<file path="config.mk">
export PLATFORM = sky130hd
export DESIGN_NAME = fla_ctrl_flat
export DESIGN_NICKNAME = d
export VERILOG_FILES = /design/src/rtl/fla_pkg.sv /design/src/rtl/fla_req_if.sv /design/src/rtl/fla_ctrl.sv /design/src/flat_wrapper.sv
export SDC_FILE = /design/constraint.sdc
export NUM_CORES = 1
export LEC_CHECK = 0
export BUFFER_PORTS_ARGS = -buffer_cell sky130_fd_sc_hd__buf_2
export CAP_MARGIN = 20
export CORE_MARGIN = 5
export CORE_UTILIZATION = 55
export DETAILED_ROUTE_END_ITERATION = 8
export PLACE_DENSITY_LB_ADDON = 0.15
export REMOVE_ABC_BUFFERS = 1
export SLEW_MARGIN = 20
export SYNTH_ARGS = -nofsm -noshare
export SYNTH_HDL_FRONTEND = slang
export SYNTH_SLANG_ARGS = --single-unit
</file>
<file path="constraint.sdc">
create_clock -name clk -period 2.86 [get_ports clk]
set_input_delay 0.143 -clock clk [delete_from_list [all_inputs] [get_ports clk]]
set_output_delay 0.143 -clock clk [all_outputs]
set_load 0.05 [all_outputs]
</file>
<file path="src/rtl/fla_pkg.sv">
// ----------------------------------------------------------------------------
// fla_pkg
// Shared types and constants of the free-list block allocator.
// ----------------------------------------------------------------------------
package fla_pkg;

	// block table geometry
	localparam int MAX_BLOCKS = 1024;
	localparam int IDX_W      = $clog2(MAX_BLOCKS);
	localparam int VOL_W      = 11;

	// null link, also the reserved header block
	localparam logic [IDX_W-1:0] NULL_LINK = '0;

	// operation codes
	localparam logic [1:0] OP_FORMAT = 2'd0;
	localparam logic [1:0] OP_ALLOC  = 2'd1;
	localparam logic [1:0] OP_FREE   = 2'd2;

	// status codes
	localparam logic [1:0] ST_OK     = 2'd0;
	localparam logic [1:0] ST_EMPTY  = 2'd1;
	localparam logic [1:0] ST_DOUBLE = 2'd2;
	localparam logic [1:0] ST_RANGE  = 2'd3;

	// link memory access from the sequencer
	typedef struct packed {
		logic             we;
		logic [IDX_W-1:0] waddr;
		logic [IDX_W-1:0] wdata;
		logic             re;
		logic [IDX_W-1:0] raddr;
	} mem_req_t;

	// one result word
	typedef struct packed {
		logic [IDX_W-1:0] allocated_block;
		logic [1:0]       status;
		logic [IDX_W-1:0] free_count;
	} res_t;

endpackage

</file>
<file path="src/rtl/fla_req_if.sv">
// ----------------------------------------------------------------------------
// fla_req_if
// Request channel: operation and block index.
// ----------------------------------------------------------------------------
interface fla_req_if import fla_pkg::*; ();
	logic             valid;
	logic             ready;
	logic [1:0]       operation;
	logic [IDX_W-1:0] block_index;

	modport source (output valid, output operation, output block_index, input ready);
	modport sink (input valid, input operation, input block_index, output ready);
endinterface

</file>
<file path="src/rtl/fla_ctrl.sv">
// ----------------------------------------------------------------------------
// fla_ctrl
// Sequencer: format sweep, head pop, free-list walk and push.
// ----------------------------------------------------------------------------
module fla_ctrl import fla_pkg::*; (
	input  logic             clk,
	input  logic             arst_n,
	fla_req_if.sink          req,
	input  logic [VOL_W-1:0] size,
	output mem_req_t         mem_o,
	input  logic [IDX_W-1:0] rdata,
	output logic             res_valid,
	input  logic             res_ready,
	output res_t             res
);

	localparam logic [2:0] S_IDLE  = 3'd0;
	localparam logic [2:0] S_FMT   = 3'd1;
	localparam logic [2:0] S_ALLOC = 3'd2;
	localparam logic [2:0] S_WALK  = 3'd3;
	localparam logic [2:0] S_RESP  = 3'd4;

	logic [2:0]       state_q;
	logic [IDX_W-1:0] blk_q;
	logic [IDX_W-1:0] idx_q;
	logic [IDX_W-1:0] head_q;
	logic [IDX_W-1:0] total_q;
	logic [IDX_W-1:0] given_q;
	logic [1:0]       status_q;
	logic [IDX_W-1:0] size_m1;
	logic             accept;
	logic             blk_bad;

	assign size_m1 = size[IDX_W-1:0] - IDX_W'(1);
	assign accept  = req.valid && req.ready;
	assign blk_bad = (req.block_index == NULL_LINK) || ({1'b0, req.block_index} >= size);

	// link memory access
	always_comb begin
		mem_o       = '0;
		mem_o.raddr = head_q;
		mem_o.re    = (state_q == S_IDLE) || (state_q == S_WALK);
		unique case (state_q)
			S_IDLE: begin
				// push onto an empty list
				if (accept && req.operation == OP_FREE && !blk_bad && head_q == NULL_LINK) begin
					mem_o.we    = 1'b1;
					mem_o.waddr = req.block_index;
					mem_o.wdata = NULL_LINK;
				end
			end
			S_FMT: begin
				mem_o.we    = 1'b1;
				mem_o.waddr = idx_q;
				mem_o.wdata = (idx_q == size_m1) ? NULL_LINK : idx_q + IDX_W'(1);
			end
			S_WALK: begin
				mem_o.raddr = rdata;
				// end of list reached without a match: push
				if (rdata == NULL_LINK) begin
					mem_o.we    = 1'b1;
					mem_o.waddr = blk_q;
					mem_o.wdata = head_q;
				end
			end
			default: begin
			end
		endcase
	end

	// sequencer
	always_ff @(posedge clk or negedge arst_n) begin
		if (!arst_n) begin
			state_q  <= S_IDLE;
			blk_q    <= '0;
			idx_q    <= '0;
			head_q   <= NULL_LINK;
			total_q  <= '0;
			given_q  <= '0;
			status_q <= ST_OK;
		end else begin
			unique case (state_q)
				S_IDLE: begin
					if (accept) begin
						blk_q    <= req.block_index;
						given_q  <= '0;
						status_q <= ST_OK;
						state_q  <= S_RESP;
						unique case (req.operation)
							OP_FORMAT: begin
								if (size_m1 == '0) begin
									head_q  <= NULL_LINK;
									total_q <= '0;
								end else begin
									idx_q   <= IDX_W'(1);
									state_q <= S_FMT;
								end
							end
							OP_ALLOC: begin
								if (head_q == NULL_LINK) begin
									status_q <= ST_EMPTY;
								end else begin
									state_q <= S_ALLOC;
								end
							end
							OP_FREE: begin
								priority if (blk_bad) begin
									status_q <= ST_RANGE;
								end else if (head_q == NULL_LINK) begin
									head_q  <= req.block_index;
									total_q <= total_q + IDX_W'(1);
								end else if (head_q == req.block_index) begin
									status_q <= ST_DOUBLE;
								end else begin
									state_q <= S_WALK;
								end
							end
							default: begin
							end
						endcase
					end
				end
				S_FMT: begin
					if (idx_q == size_m1) begin
						head_q  <= IDX_W'(1);
						total_q <= size_m1;
						state_q <= S_RESP;
					end else begin
						idx_q <= idx_q + IDX_W'(1);
					end
				end
				S_ALLOC: begin
					given_q <= head_q;
					head_q  <= rdata;
					if (total_q != '0) begin
						total_q <= total_q - IDX_W'(1);
					end
					state_q <= S_RESP;
				end
				S_WALK: begin
					priority if (rdata == NULL_LINK) begin
						head_q  <= blk_q;
						total_q <= total_q + IDX_W'(1);
						state_q <= S_RESP;
					end else if (rdata == blk_q) begin
						status_q <= ST_DOUBLE;
						state_q  <= S_RESP;
					end
				end
				S_RESP: begin
					if (res_ready) begin
						state_q <= S_IDLE;
					end
				end
				default: begin
					state_q <= S_IDLE;
				end
			endcase
		end
	end

	assign req.ready           = (state_q == S_IDLE);
	assign res_valid           = (state_q == S_RESP);
	assign res.allocated_block = given_q;
	assign res.status          = status_q;
	assign res.free_count      = total_q;

endmodule

</file>
<file path="src/flat_wrapper.sv">
// flat-port wrapper written by rule: the top's interface ports become plain ports
module fla_ctrl_flat import fla_pkg::*;
  (clk, arst_n, size, mem_o, rdata, res_valid, res_ready, res, req_valid, req_operation, req_block_index, req_ready);
  fla_req_if req_i ();
  input  logic clk;
  input  logic arst_n;
  input  logic [VOL_W-1:0] size;
  output mem_req_t mem_o;
  input  logic [IDX_W-1:0] rdata;
  output logic res_valid;
  input  logic res_ready;
  output res_t res;
  input wire logic [$bits(req_i.valid)-1:0] req_valid;
  input wire logic [$bits(req_i.operation)-1:0] req_operation;
  input wire logic [$bits(req_i.block_index)-1:0] req_block_index;
  output wire logic [$bits(req_i.ready)-1:0] req_ready;
  assign req_i.valid = req_valid;
  assign req_i.operation = req_operation;
  assign req_i.block_index = req_block_index;
  assign req_ready = req_i.ready;
  fla_ctrl u_core (.clk(clk), .arst_n(arst_n), .req(req_i), .size(size), .mem_o(mem_o), .rdata(rdata), .res_valid(res_valid), .res_ready(res_ready), .res(res));
endmodule
</file>
==> results of run 1 <==
[sequential cells by signal (all words and copies together) (netlist names)]
| signal | count |
|---|---|
| u_core.status_q | 2 |
| u_core.total_q | 10 |
| u_core.blk_q | 10 |
| u_core.state_q | 3 |
| u_core.head_q | 10 |
| u_core.given_q | 10 |
| u_core.idx_q | 10 |
[layout make-up]
type | count | area [sq um]
multi-input cells | 406 | 2972
well taps | 105 | 131.4
repair buffers | 121 | 695.7
clock inverters | 2 | 60.06
clock buffers | 6 | 72.57
inverters | 29 | 108.9
fillers | 697 | 2759
flip-flops and latches | 55 | 1376
[worst paths after layout]
check / startpoint / slack [ps] / endpoint / cells after the start
hold reg to reg: u_core.given_q[7] / 520 / u_core.given_q[7] / 2
setup reg to reg: u_core.idx_q[1] / 290 / u_core.total_q[0] / 10
min in group asynchronous: arst_n / 500 / u_core.head_q[4] / 3
max in group asynchronous: arst_n / 1870 / u_core.blk_q[3] / 3
hold / removal: res_ready / 30 / u_core.state_q[2] / 2
setup / recovery: u_core.state_q[1] / 90 / mem_o[22] / 7
[synth_stat cells (all sizes together), types with 5 or more instances]
library cell   n  area, sq um
nand2         46        172.7
o41ai          5        43.79
a22oi         12        90.09
nor2          31        116.4
a21oi         18        93.84
dfrtp         55         1376
and3           7        43.79
mux2i         12        120.1
nand3         10        50.05
inv           29        108.9
nand2b         6        45.04
nor3          11        66.32
clkbuf        24        90.09
o21ai         42        210.2
nor2b          7        43.79
buf            8        46.29
xor2          20        175.2
nor4          15        93.84
mux2          34        420.4
xnor2         24        217.7
ha            20        250.2
o22ai         15        93.84
a21o          16        120.1
[stage by stage]
stage	power (W)	setup WS, ps	hold WS, ps	cells	setup TNS, ps
after floorplan	0.003149	-980.7	-152.6	490	-14130
after global placement	0.003898	63.18	321.7	714	0
after detailed placement	0.003966	-45.08	332.4	714	-394.8
after CTS	0.004598	-8.928	30.96	723	-15.84
after global routing	0.004882	6.409	31.29	724	0
final	0.004641	89.28	26.07	724	0
[power by group through the flow]
stage / clock [W] / combinational [W] / sequential [W]
2_1_floorplan: 0 / 0.00158 / 0.00157
3_3_place_gp: 0 / 0.00258 / 0.00132
3_5_place_dp: 0 / 0.00263 / 0.00133
4_1_cts: 0.000631 / 0.00265 / 0.00132
5_1_grt: 0.000658 / 0.00286 / 0.00136
6_report: 0.000629 / 0.00267 / 0.00134
[routing by layer]
layer | track usage, % | vias up
met1 | 37.91 | 2171
met3 | 3.788 | 29
li1 | - | 2088
met4 | 8.078 | 0
met5 | 0 | -
met2 | 47.03 | 260
[what timing repair did]
action | CTS | global route
hold buffers | 1 | 0
pin swaps | 0 | 0
endpoints found under the setup margin | 5 | 19
gates resized for setup | 6 | 6
endpoints found under the hold margin | 37 | 0
setup buffers | 0 | 1
[kinds of logic after synthesis]
| group | Yosys count | share of synthesized area, % |
|---|---|---|
| and+or+nand+nor | 155 | 17.59 |
| AOI/OAI and AO/OA | 139 | 20.19 |
| buffers and inverters | 61 | 5.354 |
| DFF | 55 | 30.05 |
| xor gates and xnor gates | 46 | 9.560 |
| muxes | 46 | 11.80 |
| adders and majority gates | 20 | 5.463 |
==> out/qor.csv, run 1 <==
metric;value;unit
most frequent standard cell in the layout excluding fill and tap cells;sky130_fd_sc_hd__buf_2;
most used cells in the layout excluding fill and tap cells;sky130_fd_sc_hd__buf_2 (86), sky130_fd_sc_hd__dfrtp_1 (55), sky130_fd_sc_hd__nand2_1 (46);
wire length of the first global-routing pass;22980;um
Final nets;675;
placed inst area;5239;sq um
status;complete, no violations;
Non-Filler Cell Area, Final;5416;sq um
later-pin clock latency in the skew report;310;ps
number of diodes;0;
worst min-delay path category;input pin to register;
final core utilization;66.25;%
clock slew at the register clock pins of the worst setup and hold paths;110;ps
ports placed on the boundary;93;
number of synthesized register bits;55;
cells along the critical path;or3_1 > inv_1 > and2_1 > nand2_1 > or3_4 > o21ai_0 > buf_4;
global placement routability congestion;0.9489;
Initial Utilization;56.03;%
CTS sink cnt;55;
data arrival time of the critical path;2630;ps
detailed route wirelength on metal3;1314;um
total power density per cell area;856.9;nW/um^2
Worst Path Max Fanout;11;
relative area change from synthesis to final layout;18.25;%
maximum level of the CTS H-tree;2;
highest clock rate;0.3609;GHz
mean instance size in the synthesized netlist;8.775;sq um
net switching power;0.002300;W
type of destination of the critical path;output pin;
most used flip-flop cell after synthesis;sky130_fd_sc_hd__dfrtp_1;
die boundary height;101.3;um
placement row count;33;
number of failing setup endpoints in the final timing report;0;
CORE AREA;8175;sq um
switching power as a share of total power;49.57;%
synthesized netlist cell count;522;
remaining antenna violation count after routing;0;
number of buffers inserted by port buffering;92;
number of max-slew violations in the final report;0;
Logic pwr share;57.6;%
WL/cell;19.61;um
Post-synth ARST share;100.0;%
clk root buf;sky130_fd_sc_hd__clkbuf_8;
Clock Path Buffers;2;
detailed router's first-iteration violation count;418;
Clock power frac;13.5;%
pin count of the biggest net entering global routing;56;
routed vias/inst;6.282;
overall routed net length;14200;um
Critical Path RT;2720;ps
cell class contributing the biggest share of worst-path delay;simple AND/OR/NAND/NOR gates;
crit path max-delay cell type;sky130_fd_sc_hd__dfrtp_1;
pin slew with the least headroom to its limit;741.4;ps
total gr overflow;0;
warning count from the yosys run;0;
EDFF count, synth;0;
number of buffers and inverters on the critical path;2;
P_int;0.002341;W
final setup skew;8.154;ps
die area;10250;sq um
DR pass1 iterations;5;
unrepaired setup endpoints after global routing;false;
die span in x;101.3;um
proportion of power drawn by flip-flops and latches;28.8;%
cell area after synthesis;4581;sq um
number of remaining DRC errors;0;
highest signal layer in the routed design;met4;
met2 routed wirelength;6734;um
max-cap check violation count;0;
number of hold-slack violations in the final timing report;0;
Rel. slew slack;50.57;%
layout cells sized above 1;28.43;%
number of buffers created by CTS;5;
post-layout minimum cycle time;2771;ps
kind of critical path;register to output pin;
routed metal-1 wire length;5885;um
via count;4548;
aggregate global-route resource usage;28.06;%
total half-perimeter wirelength after legalization and detailed placement;10960;um
sequential fraction of the synthesis area;30.05;%
type of origin of the critical path;register;
Leakage;2.707;nW
vias in the first global route;4477;
Period Utilization, post-route;96.88;%
TritonCTS clock tree;yes;
max incr delay on CP;520;ps
Yosys cell types;66;
number of antenna violations at the first check in global routing;0;
worst vdd ir;0.5497;mV
No activity file was read; power rests on OpenSTA's default activity.
==> inputs of run 2 (changes only) <==
--- a/config.mk
+++ b/config.mk
@@ -10,6 +10,7 @@
 export CORE_MARGIN = 5
 export CORE_UTILIZATION = 55
 export DETAILED_ROUTE_END_ITERATION = 8
+export HOLD_SLACK_MARGIN = 0.1
 export PLACE_DENSITY_LB_ADDON = 0.15
 export REMOVE_ABC_BUFFERS = 1
 export SLEW_MARGIN = 20
==> constraint.sdc (replaced) <==
create_clock -name clk -period 3.1 [get_ports clk]
set_input_delay 0.155 -clock clk [delete_from_list [all_inputs] [get_ports clk]]
set_output_delay 0.155 -clock clk [all_outputs]
set_load 0.05 [all_outputs]
==> run 2 against run 1 <==
Register-to-register slack gained 120 ps. First-iteration DRC count increased by 0.24%. Utilization down 1.7 points. Via count down 1.4%. Combinational power decreased by 12%. Clock power decreased by 29%. Sequential power down 6%. Global-route usage grew 0.074 points. Highest routed layer unchanged. Wire length is essentially flat.
==> out/qor.csv, run 2 (synthesis results as in run 1) <==
metric;value;unit
post-layout minimum cycle time;2958;ps
wire length of the first global-routing pass;22670;um
most frequent standard cell in the layout excluding fill and tap cells;sky130_fd_sc_hd__buf_2;
Worst Path Max Fanout;11;
number of buffers created by CTS;5;
worst vdd ir;0.4190;mV
kind of critical path;register to output pin;
pin count of the biggest net entering global routing;31;
worst min-delay path category;input pin to register;
placement row count;33;
net switching power;0.002119;W
total half-perimeter wirelength after legalization and detailed placement;10860;um
via count;4484;
CTS sink cnt;55;
Clock Path Buffers;2;
number of diodes;0;
status;complete, no violations;
relative area change from synthesis to final layout;15.24;%
ports placed on the boundary;93;
later-pin clock latency in the skew report;330;ps
DR pass1 iterations;5;
CORE AREA;8175;sq um
clk root buf;sky130_fd_sc_hd__clkbuf_8;
post-route non-filler standard cell count;713;
instance count after placement with tap cells included;702;
total power density per cell area;770.0;nW/um^2
die area;10250;sq um
placed inst area;5149;sq um
global placement routability congestion;0.9776;
P_int;0.001945;W
overall routed net length;14190;um
total gr overflow;0;
number of antenna violations at the first check in global routing;0;
clock slew at the register clock pins of the worst setup and hold paths;110;ps
worst-case hold slack;149.5;ps
most used cells in the layout excluding fill and tap cells;sky130_fd_sc_hd__buf_2 (92), sky130_fd_sc_hd__dfrtp_1 (55), sky130_fd_sc_hd__nand2_1 (46);
final total power;0.004065;W
type of origin of the critical path;register;
pin slew with the least headroom to its limit;737.8;ps
number of failing setup endpoints in the final timing report;0;
detailed router's first-iteration violation count;419;
vias in the first global route;4422;
die span in x;101.3;um
Critical Path RT;2940;ps
switching power as a share of total power;52.14;%
layout cells sized above 1;26.97;%
Leakage;2.636;nW
Initial Utilization;56.03;%
type of destination of the critical path;output pin;
Period Utilization, post-route;95.41;%
final core utilization;64.57;%
unrepaired setup endpoints after global routing;false;
routed vias/inst;6.289;
max-cap check violation count;0;
proportion of power drawn by flip-flops and latches;31.0;%
number of max-slew violations in the final report;0;
highest clock rate;0.3381;GHz
TritonCTS clock tree;yes;
Rel. slew slack;50.63;%
fill count;741;
Logic pwr share;58.1;%
Non-Filler Cell Area, Final;5279;sq um
maximum level of the CTS H-tree;2;
data arrival time of the critical path;2800;ps
remaining antenna violation count after routing;0;
number of buffers inserted by port buffering;92;
aggregate global-route resource usage;28.13;%
Clock power frac;11.0;%
die boundary height;101.3;um
number of hold-slack violations in the final timing report;0;
Final nets;664;
number of remaining DRC errors;0;
WL/cell;19.90;um
final setup skew;13.83;ps
==> run 2: changes by cell type in the layout (fill, tap and decap cells not counted), moves of 2 or more <==
cell                        delta
sky130_fd_sc_hd__buf_4        -17
sky130_fd_sc_hd__buf_2         +6
sky130_fd_sc_hd__o21ai_1       -3
sky130_fd_sc_hd__inv_6         +2
sky130_fd_sc_hd__o21ai_0       +3
sky130_fd_sc_hd__bufinv_16     -2
==> run 2: worst paths after layout <==
kind	from	cells after the start	slack [ps]	endpoint
worst min-delay path	req_block_index[5]	2	150	u_core.blk_q[5]
min in group asynchronous	arst_n	2	350	u_core.given_q[5]
max in group asynchronous	arst_n	3	1890	u_core.idx_q[0]
worst max-delay path	u_core.state_q[1]	7	140	mem_o[29]
worst min register to register	u_core.given_q[3]	2	540	u_core.given_q[3]
worst max register to register	u_core.idx_q[7]	8	410	u_core.total_q[4]
==> run 2: stage by stage <==
step	worst slack (ps)	TNS, ps
floorplan	-752.7	-8476
global placement	245.6	0
detailed placement	143.9	0
CTS	70.53	0
global route	7.135	0
finish	142.3	0
==> run 2: what timing repair did <==
action | CTS | global route
endpoints found under the setup margin | 0 | 9
resized for setup | 0 | 2
buffers inserted | 0 | 1
hold endpoints to repair | 26 | 0
hold buffers | 2 | 0
==> run 2: area by class of cell <==
| cell class | instances | area (sq um) | area share, % |
|---|---|---|---|
| Clock buffer | 5 | 68.82 | 1.304 |
| Tap cell | 105 | 131.4 | 2.489 |
| Timing Repair Buffer | 110 | 600.6 | 11.38 |
| Multi-Input combinational cell | 406 | 2967 | 56.20 |
| Clock inverter | 3 | 26.28 | 0.4977 |
| Sequential cell | 55 | 1376 | 26.07 |
| Inverter | 29 | 108.9 | 2.062 |
==> run 2: layer usage <==
layer / vias up / global-route usage [%] / part of all wire, %
li1: 2065 / - / -
met1: 2140 / 38.58 / 42
met2: 253 / 46.23 / 48
met3: 26 / 4.063 / 8.3
met4: 0 / 8.282 / 1.8
met5: - / 0 / 0
==> run 2: power groups by stage <==
| stage | Sequential (W) | Clock [W] | Combinational (W) |
|---|---|---|---|
| after floorplan | 0.00145 | 0 | 0.00146 |
| after global placement | 0.00124 | 0 | 0.00229 |
| after detailed placement | 0.00126 | 0 | 0.00233 |
| after CTS | 0.00124 | 0.000450 | 0.00234 |
| after global routing | 0.00129 | 0.000479 | 0.00252 |
| final | 0.00126 | 0.000446 | 0.00236 |
==> run 2: critical path: stages, from the launching register on <==
cell and delay, ps:
sky130_fd_sc_hd__dfrtp_1 510, sky130_fd_sc_hd__or3_1 470, sky130_fd_sc_hd__inv_1 170, sky130_fd_sc_hd__and2_1 170, sky130_fd_sc_hd__nand2_1 50, sky130_fd_sc_hd__or3_1 480, sky130_fd_sc_hd__o21ai_0 310, sky130_fd_sc_hd__buf_2 320
